File: src/sv/multiword_add_carry_prng_core_defines.svh
// assertion helpers shared by the core
`ifndef MULTIWORD_ADD_CARRY_PRNG_CORE_DEFINES_SVH
`define MULTIWORD_ADD_CARRY_PRNG_CORE_DEFINES_SVH

// same-cycle implication, checked outside reset
`define MWAC_ASSERT_IMP(lbl, ante, cons, msg) \
	lbl: assert property (@(posedge clk) disable iff (!arst_n) (ante) |-> (cons)) \
		else $error(msg);

// next-cycle implication, checked outside reset
`define MWAC_ASSERT_NXT(lbl, ante, cons, msg) \
	lbl: assert property (@(posedge clk) disable iff (!arst_n) (ante) |=> (cons)) \
		else $error(msg);

`endif

File: src/sv/mwac_pkg.sv
package mwac_pkg;

	localparam int NUM_GENERATORS = 2;
	localparam int WORDS_PER_GEN  = 6;
	localparam int WORD_W         = 32;
	localparam int GEN_W          = 1;
	localparam int STEP_W         = $clog2(WORDS_PER_GEN);
	localparam int WRAP_W         = $clog2(WORDS_PER_GEN);

	typedef logic [WORD_W-1:0] word_t;
	typedef word_t [WORDS_PER_GEN-1:0] row_t;
	typedef logic [STEP_W-1:0] step_t;

	localparam step_t LAST_STEP = step_t'(WORDS_PER_GEN - 1);

	localparam logic ACT_RESEED = 1'b0;
	localparam logic ACT_DRAW   = 1'b1;

	// element 0 is the first constant added on reseed
	localparam row_t SEED_CONSTS = {
		32'hD1A9FBE7, 32'h97327AE1, 32'h40DDE76D,
		32'h3DF3B646, 32'h96041893, 32'hF22D0E56
	};

	typedef struct packed {
		logic  capture;
		logic  load;
		logic  run;
		logic  store;
		logic  draw;
		step_t step;
	} dp_cmd_t;

endpackage

File: src/sv/mwac_ctrl.sv
module mwac_ctrl (
	input  logic                       clk,
	input  logic                       arst_n,
	input  logic                       start,
	input  logic                       action,
	input  logic [mwac_pkg::GEN_W-1:0] generator,
	output logic                       busy,
	output logic                       done,
	output mwac_pkg::dp_cmd_t          cmd
);

	typedef enum logic [1:0] {
		ST_IDLE,
		ST_LOAD,
		ST_RUN,
		ST_STORE
	} state_t;

	state_t              state_q;
	mwac_pkg::step_t     step_q;
	logic                action_q;
	logic                done_q;
	logic                gen_ok;
	logic                take;

	assign gen_ok = int'(generator) < mwac_pkg::NUM_GENERATORS;
	assign busy   = (state_q == ST_LOAD) || (state_q == ST_RUN);
	// out-of-range generators are not taken
	assign take   = start && !busy && gen_ok;
	assign done   = done_q;

	assign cmd.capture = take;
	assign cmd.load    = state_q == ST_LOAD;
	assign cmd.run     = state_q == ST_RUN;
	assign cmd.store   = state_q == ST_STORE;
	assign cmd.draw    = action_q;
	assign cmd.step    = step_q;

	always_ff @(posedge clk or negedge arst_n) begin
		if (!arst_n) begin
			state_q  <= ST_IDLE;
			step_q   <= '0;
			action_q <= mwac_pkg::ACT_RESEED;
			done_q   <= 1'b0;
		end else begin
			unique case (state_q)
				ST_IDLE: begin
					if (take) begin
						state_q  <= ST_LOAD;
						action_q <= action;
					end
				end
				ST_LOAD: begin
					state_q <= ST_RUN;
					step_q  <= '0;
				end
				ST_RUN: begin
					if (step_q == mwac_pkg::LAST_STEP) begin
						state_q <= ST_STORE;
						done_q  <= action_q == mwac_pkg::ACT_DRAW;
					end else begin
						step_q <= step_q + 1'b1;
					end
				end
				ST_STORE: begin
					done_q <= 1'b0;
					if (take) begin
						state_q  <= ST_LOAD;
						action_q <= action;
					end else begin
						state_q <= ST_IDLE;
					end
				end
				default: begin
					state_q <= ST_IDLE;
				end
			endcase
		end
	end

endmodule

File: src/sv/mwac_datapath.sv
module mwac_datapath (
	input  logic                        clk,
	input  logic                        arst_n,
	input  mwac_pkg::dp_cmd_t           cmd,
	input  logic [mwac_pkg::GEN_W-1:0]  generator,
	input  logic [mwac_pkg::WORD_W-1:0] seed_value,
	output logic [mwac_pkg::WORD_W-1:0] random_value
);

	localparam mwac_pkg::step_t TOP = mwac_pkg::LAST_STEP;

	mwac_pkg::row_t                   rows_q [mwac_pkg::NUM_GENERATORS];
	mwac_pkg::row_t                   wrk_q;
	mwac_pkg::word_t                  acc_q;
	logic                             carry_q;
	logic                             rip_q;
	logic [mwac_pkg::WRAP_W-1:0]      wraps_q;
	logic [mwac_pkg::GEN_W-1:0]       gen_q;

	mwac_pkg::step_t                  wj;
	mwac_pkg::step_t                  lo_idx;
	mwac_pkg::word_t                  opa;
	mwac_pkg::word_t                  opb;
	logic                             cin;
	logic [mwac_pkg::WORD_W:0]        dsum;
	logic                             dcarry;
	mwac_pkg::word_t                  fin;
	logic                             rip_n;
	logic [mwac_pkg::WORD_W:0]        rsum;
	logic [mwac_pkg::WRAP_W-1:0]      wraps_n;

	// draw walks words from the top down, reseed from the bottom up
	always_comb begin
		wj     = TOP - cmd.step;
		lo_idx = (wj == '0) ? '0 : wj - 1'b1;
		opa    = (wj == TOP) ? wrk_q[TOP] : acc_q;
		opb    = wrk_q[lo_idx];
		cin    = (wj == TOP) ? 1'b0 : carry_q;
		dsum   = {1'b0, opa} + {1'b0, opb} + {{mwac_pkg::WORD_W{1'b0}}, cin};
		// top stage takes the true carry, lower stages compare with the addend only
		dcarry = (wj == TOP) ? dsum[mwac_pkg::WORD_W]
		                     : (dsum[mwac_pkg::WORD_W-1:0] < opb);
		// increment ripples down into the already summed word above
		if (wj == TOP) begin
			fin   = wrk_q[TOP] + 1'b1;
			rip_n = &wrk_q[TOP];
		end else begin
			fin   = acc_q + {{(mwac_pkg::WORD_W-1){1'b0}}, rip_q};
			rip_n = rip_q & (&acc_q);
		end
		rsum    = {1'b0, acc_q} + {1'b0, mwac_pkg::SEED_CONSTS[cmd.step]};
		wraps_n = wraps_q + {{(mwac_pkg::WRAP_W-1){1'b0}}, rsum[mwac_pkg::WORD_W]};
	end

	always_ff @(posedge clk) begin
		if (cmd.capture) begin
			acc_q   <= seed_value;
			wraps_q <= '0;
			gen_q   <= generator;
		end
		if (cmd.load) begin
			wrk_q <= rows_q[gen_q];
		end
		if (cmd.run) begin
			if (cmd.draw == mwac_pkg::ACT_DRAW) begin
				wrk_q[wj] <= fin;
				rip_q     <= rip_n;
				if (wj != '0) begin
					acc_q   <= dsum[mwac_pkg::WORD_W-1:0];
					carry_q <= dcarry;
				end
			end else begin
				if (cmd.step == TOP) begin
					wrk_q[TOP] <= rsum[mwac_pkg::WORD_W-1:0];
				end else begin
					wrk_q[cmd.step] <= mwac_pkg::word_t'(wraps_n);
					acc_q           <= rsum[mwac_pkg::WORD_W-1:0];
					wraps_q         <= wraps_n;
				end
			end
		end
	end

	always_ff @(posedge clk or negedge arst_n) begin
		if (!arst_n) begin
			for (int g = 0; g < mwac_pkg::NUM_GENERATORS; g++) begin
				rows_q[g] <= '0;
			end
		end else if (cmd.store) begin
			rows_q[gen_q] <= wrk_q;
		end
	end

	assign random_value = wrk_q[0];

endmodule

File: src/sv/multiword_add_carry_prng_core.sv
// bank of two pseudo-random generators, six 32-bit words each
// input channel: an item is taken at a rising edge with start high and busy low;
//   action 0 reseeds the chosen generator from seed_value, action 1 draws from it
// output channel: done is high for one cycle with random_value valid;
//   a reseed gives no result, and the receiver cannot stall the block
// sequence: after the accepting edge the row of the chosen generator is fetched,
//   six add steps run and the row is written back; done is high in the write-back cycle
// items: a new item can be taken in the write-back cycle of the previous one;
//   the 32-bit datapath handles one word per add step
// reset clears all generator words to zero and returns the controller to idle
// a generator index beyond the bank is not taken
`include "multiword_add_carry_prng_core_defines.svh"

module multiword_add_carry_prng_core (
	input  logic                        clk,
	input  logic                        arst_n,
	input  logic                        start,
	output logic                        busy,
	input  logic                        action,
	input  logic [mwac_pkg::GEN_W-1:0]  generator,
	input  logic [mwac_pkg::WORD_W-1:0] seed_value,
	output logic                        done,
	output logic [mwac_pkg::WORD_W-1:0] random_value
);

	mwac_pkg::dp_cmd_t cmd;

	mwac_ctrl u_ctrl (
		.clk       (clk),
		.arst_n    (arst_n),
		.start     (start),
		.action    (action),
		.generator (generator),
		.busy      (busy),
		.done      (done),
		.cmd       (cmd)
	);

	mwac_datapath u_datapath (
		.clk          (clk),
		.arst_n       (arst_n),
		.cmd          (cmd),
		.generator    (generator),
		.seed_value   (seed_value),
		.random_value (random_value)
	);

	`MWAC_ASSERT_NXT(a_done_single, done, !done, "done held longer than one cycle")
	`MWAC_ASSERT_IMP(a_done_free, done, !busy, "done while still busy")
	`MWAC_ASSERT_IMP(a_done_after_work, done, $past(busy), "done without prior work")

endmodule
File: config.mk
export PLATFORM = sky130hd
export DESIGN_NAME = multiword_add_carry_prng_core
export DESIGN_NICKNAME = d
export VERILOG_FILES = /design/src/sv/mwac_pkg.sv /design/src/sv/mwac_ctrl.sv /design/src/sv/mwac_datapath.sv /design/src/sv/multiword_add_carry_prng_core.sv
export VERILOG_INCLUDE_DIRS = /design/src /design/src/sv
export SDC_FILE = /design/constraint.sdc
export NUM_CORES = 2
export LEC_CHECK = 0
export CAP_MARGIN = 10
export CORE_MARGIN = 10
export CORE_UTILIZATION = 25
export CTS_CLUSTER_SIZE = 8
export DETAILED_ROUTE_END_ITERATION = 8
export DONT_BUFFER_PORTS = 1
export SLEW_MARGIN = 30
export SYNTH_ARGS = -nofsm -noshare
export SYNTH_HDL_FRONTEND = slang
export SYNTH_HIERARCHICAL = 1
export SYNTH_SLANG_ARGS = --single-unit
File: constraint.sdc
create_clock -name clk -period 11.4 [get_ports clk]
set_clock_uncertainty 0.2 [all_clocks]
set_input_delay 2.85 -clock clk [delete_from_list [all_inputs] [get_ports clk]]
set_output_delay 2.85 -clock clk [all_outputs]
set_load 0.005 [all_outputs]
==> flow_summary.yaml <==
logic_synthesis:
  synth_area_per_cell_sq_um: 9.65
  ys_ff_latch: 621
  synth_top_area_share_pct: 28.2
  yosys_warnings: 6
  synth_largest_area_cell: "dfrtp_1"
  synth_area_sq_um: 34700
  synth_area_leaders: "dfrtp_1 28%, dfxtp_1 13%, mux2_2 13%"
  synthCells: 3595
  syn_nets: 3754
  synth_seq_area_share_pct: 41.6
  synth_edf_count: 3
  async_reset_ff_share_pct: 63.0
  synth_cell_types: 82
  synthFlopType: "dfrtp_1"
  synth_common_cells: "418 x nand2_1, 391 x dfrtp_1, 388 x mux2_2, 259 x mux2i_1, 250 x nor2_1"
  synth_most_common_cell: "nand2_1"
timing:
  rsz0062_at_grt: "false"
  slew_violations: 0
  finalSetupViolations: 0
  finalSetupTns_ps: 0
  fin_crit_sh_pct: 73.3
  maxSlewHeadroom_pct: 27.2
  fmax_ghz: 0.120
  hold_violations: 0
  period_needed_ps: 8350
  worst_slew_pin_slew_ps: 1090
critical_path:
  critPathLaunch: "u_ctrl/step_q[2]"
  slowest_stage: "or2_2"
  critPathTopFamily: "compound AO/OA/AOI/OAI gates"
  arrival_ps: 8530
  cpPeakStageDelay_ps: 740
  cp-start-kind: "register"
  crit_path_max_fanout: 64
  cp.depth: 28
  ff2ff_path_depth: 28
  cp.required_ps: 11570
  end_kind: "register"
  rr_startpoint: "u_ctrl/step_q[2]"
  crit_buf_inv: 4
  criticalPathCategory: "reg -> reg"
clocking:
  cts_setup_buffers: 0
  clk_latency_ps: 640
  cts-root-buf: "clkbuf_16"
  clock_path_buffers: 3
  cts_max_level: 3
  cts-hold-fix-buffers: 0
  cts_tree: "yes"
  clock_sinks: 621
  numCtsBuffers: 88
  cts.repair.resized: 0
  clk_pin_slew_ps: 60
die:
  row_count: 136
  initial_core_util_pct: 25.2
  core_region_area_sq_um: 138000
  die_y_microns: 392
  fp.dieW_microns: 392
  dieArea_sq_um: 154000
  io_pins: 71
placed_design:
  numPortBuffers: 0
  gp_congestion: 0.933
  dpl.hpwl_microns: 78300
route:
  drt_wl_total_microns: 113000
  route.detailed.drc: 0
  wl_per_cell_microns: 21.2
  drtPass1Iterations: 5
  avgViaCountPerCell: 5.14
  ant_nets: 0
  routed-via-count: 27400
  drtIter0Drc: 2179
global_route:
  grt_max_degree: 392
  grt_usage_pct: 14.2
  grt_antenna_before_repair: 6
  grt_pass1_wl_microns: 170000
  overflow: 0
  grt_pass1_vias: 26800
worst_hold_path:
  hold_depth: 2
  holdCritStartpoint: "u_datapath/rows_q[184]"
  min_path_type: "reg -> reg"
run_status:
  status: "finished clean"
flow_run:
  max_cap_viol_count: 0
layout:
  area_growth_pct: 12.3
  drive_gt1_share_pct: 16.7
  nets: 3619
==> layout make-up <==
type / instances / area [sq um]
antenna: 5 / 12.5
tap: 1794 / 2240
inverter: 77 / 292
clock buffer: 155 / 2480
clock inverter: 5 / 100
timing repair buffer: 52 / 455
sequential: 621 / 14400
fill: 14400 / 98700
multi-input combinational: 2620 / 18900
==> cells by family after synthesis <==
kind of cell               count (synthesis)  synth area share (%)
xor gates and xnor gates                 114                  2.88
AOI/OAI and AO/OA                        810                  14.9
DFF                                      621                  41.6
muxes                                    649                  20.2
adders and majority gates                122                  4.47
and+or+nand+nor                          925                  11.7
buffers and inverters                    354                  4.21
==> final timing paths <==
check / endpoint / slack [ps]
setup / recovery: u_datapath/carry_q / 3050
hold / removal: u_datapath/rows_q[184] / 280
setup reg to reg: u_datapath/carry_q / 3050
hold reg to reg: u_datapath/rows_q[184] / 280
max in group asynchronous: u_datapath/rows_q[183] / 7610
min in group asynchronous: u_ctrl/action_q / 1720
==> sequential cells by signal, summed over array words and instances, names as in the netlist <==
register	count
u_ctrl/action_q	1
u_datapath/gen_q	1
u_ctrl/state_q	2
u_ctrl/step_q	3
u_datapath/wrk_q	160
u_datapath/wraps_q	3
u_ctrl/done	1
u_datapath/rows_q	384
u_datapath/carry_q	1
u_datapath/rip_q	1
u_datapath/random_value	32
u_datapath/acc_q	32
==> layer usage <==
layer / wire length [microns] / GRT usage, %
met5: 0 / 0
met4: 4960 / 6.32
met3: 4810 / 1.83
met2: 56300 / 24.8
met1: 47200 / 17.3
==> layout by cell type (no fill, tap or decap), types with 7 or more instances in the layout <==
cell type / instances
o32ai_1: 23
o211ai_1: 20
o221ai_1: 27
nor2_1: 248
nand2_1: 416
nand3_1: 55
and2_1: 43
clkbuf_1: 65
a31oi_1: 9
clkbuf_16: 89
o22ai_1: 103
inv_1: 73
o21ai_1: 7
o32a_1: 10
dfrtp_1: 391
mux2i_1: 259
a21oi_1: 171
nor3_1: 12
o21ai_0: 206
a21oi_2: 7
o21a_1: 12
xor2_1: 52
nor2b_1: 15
xnor2_1: 62
or2_2: 9
a22oi_1: 27
and4_1: 8
a221o_1: 14
dfxtp_1: 227
mux2_2: 388
nand4_1: 22
a211oi_1: 85
a21o_1: 27
ha_1: 117
buf_4: 48
nand2b_1: 11
and3_1: 53
==> worst register-to-register path: cells and delay by family, from the launching register on <==
family | cells | cell delay (ps)
AOI/OAI and AO/OA | 15 | 2920
adders and majority gates | 4 | 1470
DFF | 1 | 600
and+or+nand+nor | 5 | 1730
buffers and inverters | 4 | 1170
==> per-stage QoR <==
step | hold WS [ps] | cell area (sq um) | instances | setup slack (ps) | util, %
after floorplan | 250 | 34700 | 3595 | 4210 | -
after global placement | 262 | 36200 | 5162 | 3340 | 26.3
after detailed placement | 271 | 36300 | 5162 | 3200 | 26.4
after CTS | 282 | 38900 | 5322 | 3180 | 28.2
after global routing | 310 | 38900 | 5329 | 2420 | 28.3
final | 279 | 38900 | 5329 | 3050 | 28.3
Power is not shown: default switching activity piles up to over one toggle a cycle in this logic, so the estimate is an artifact.
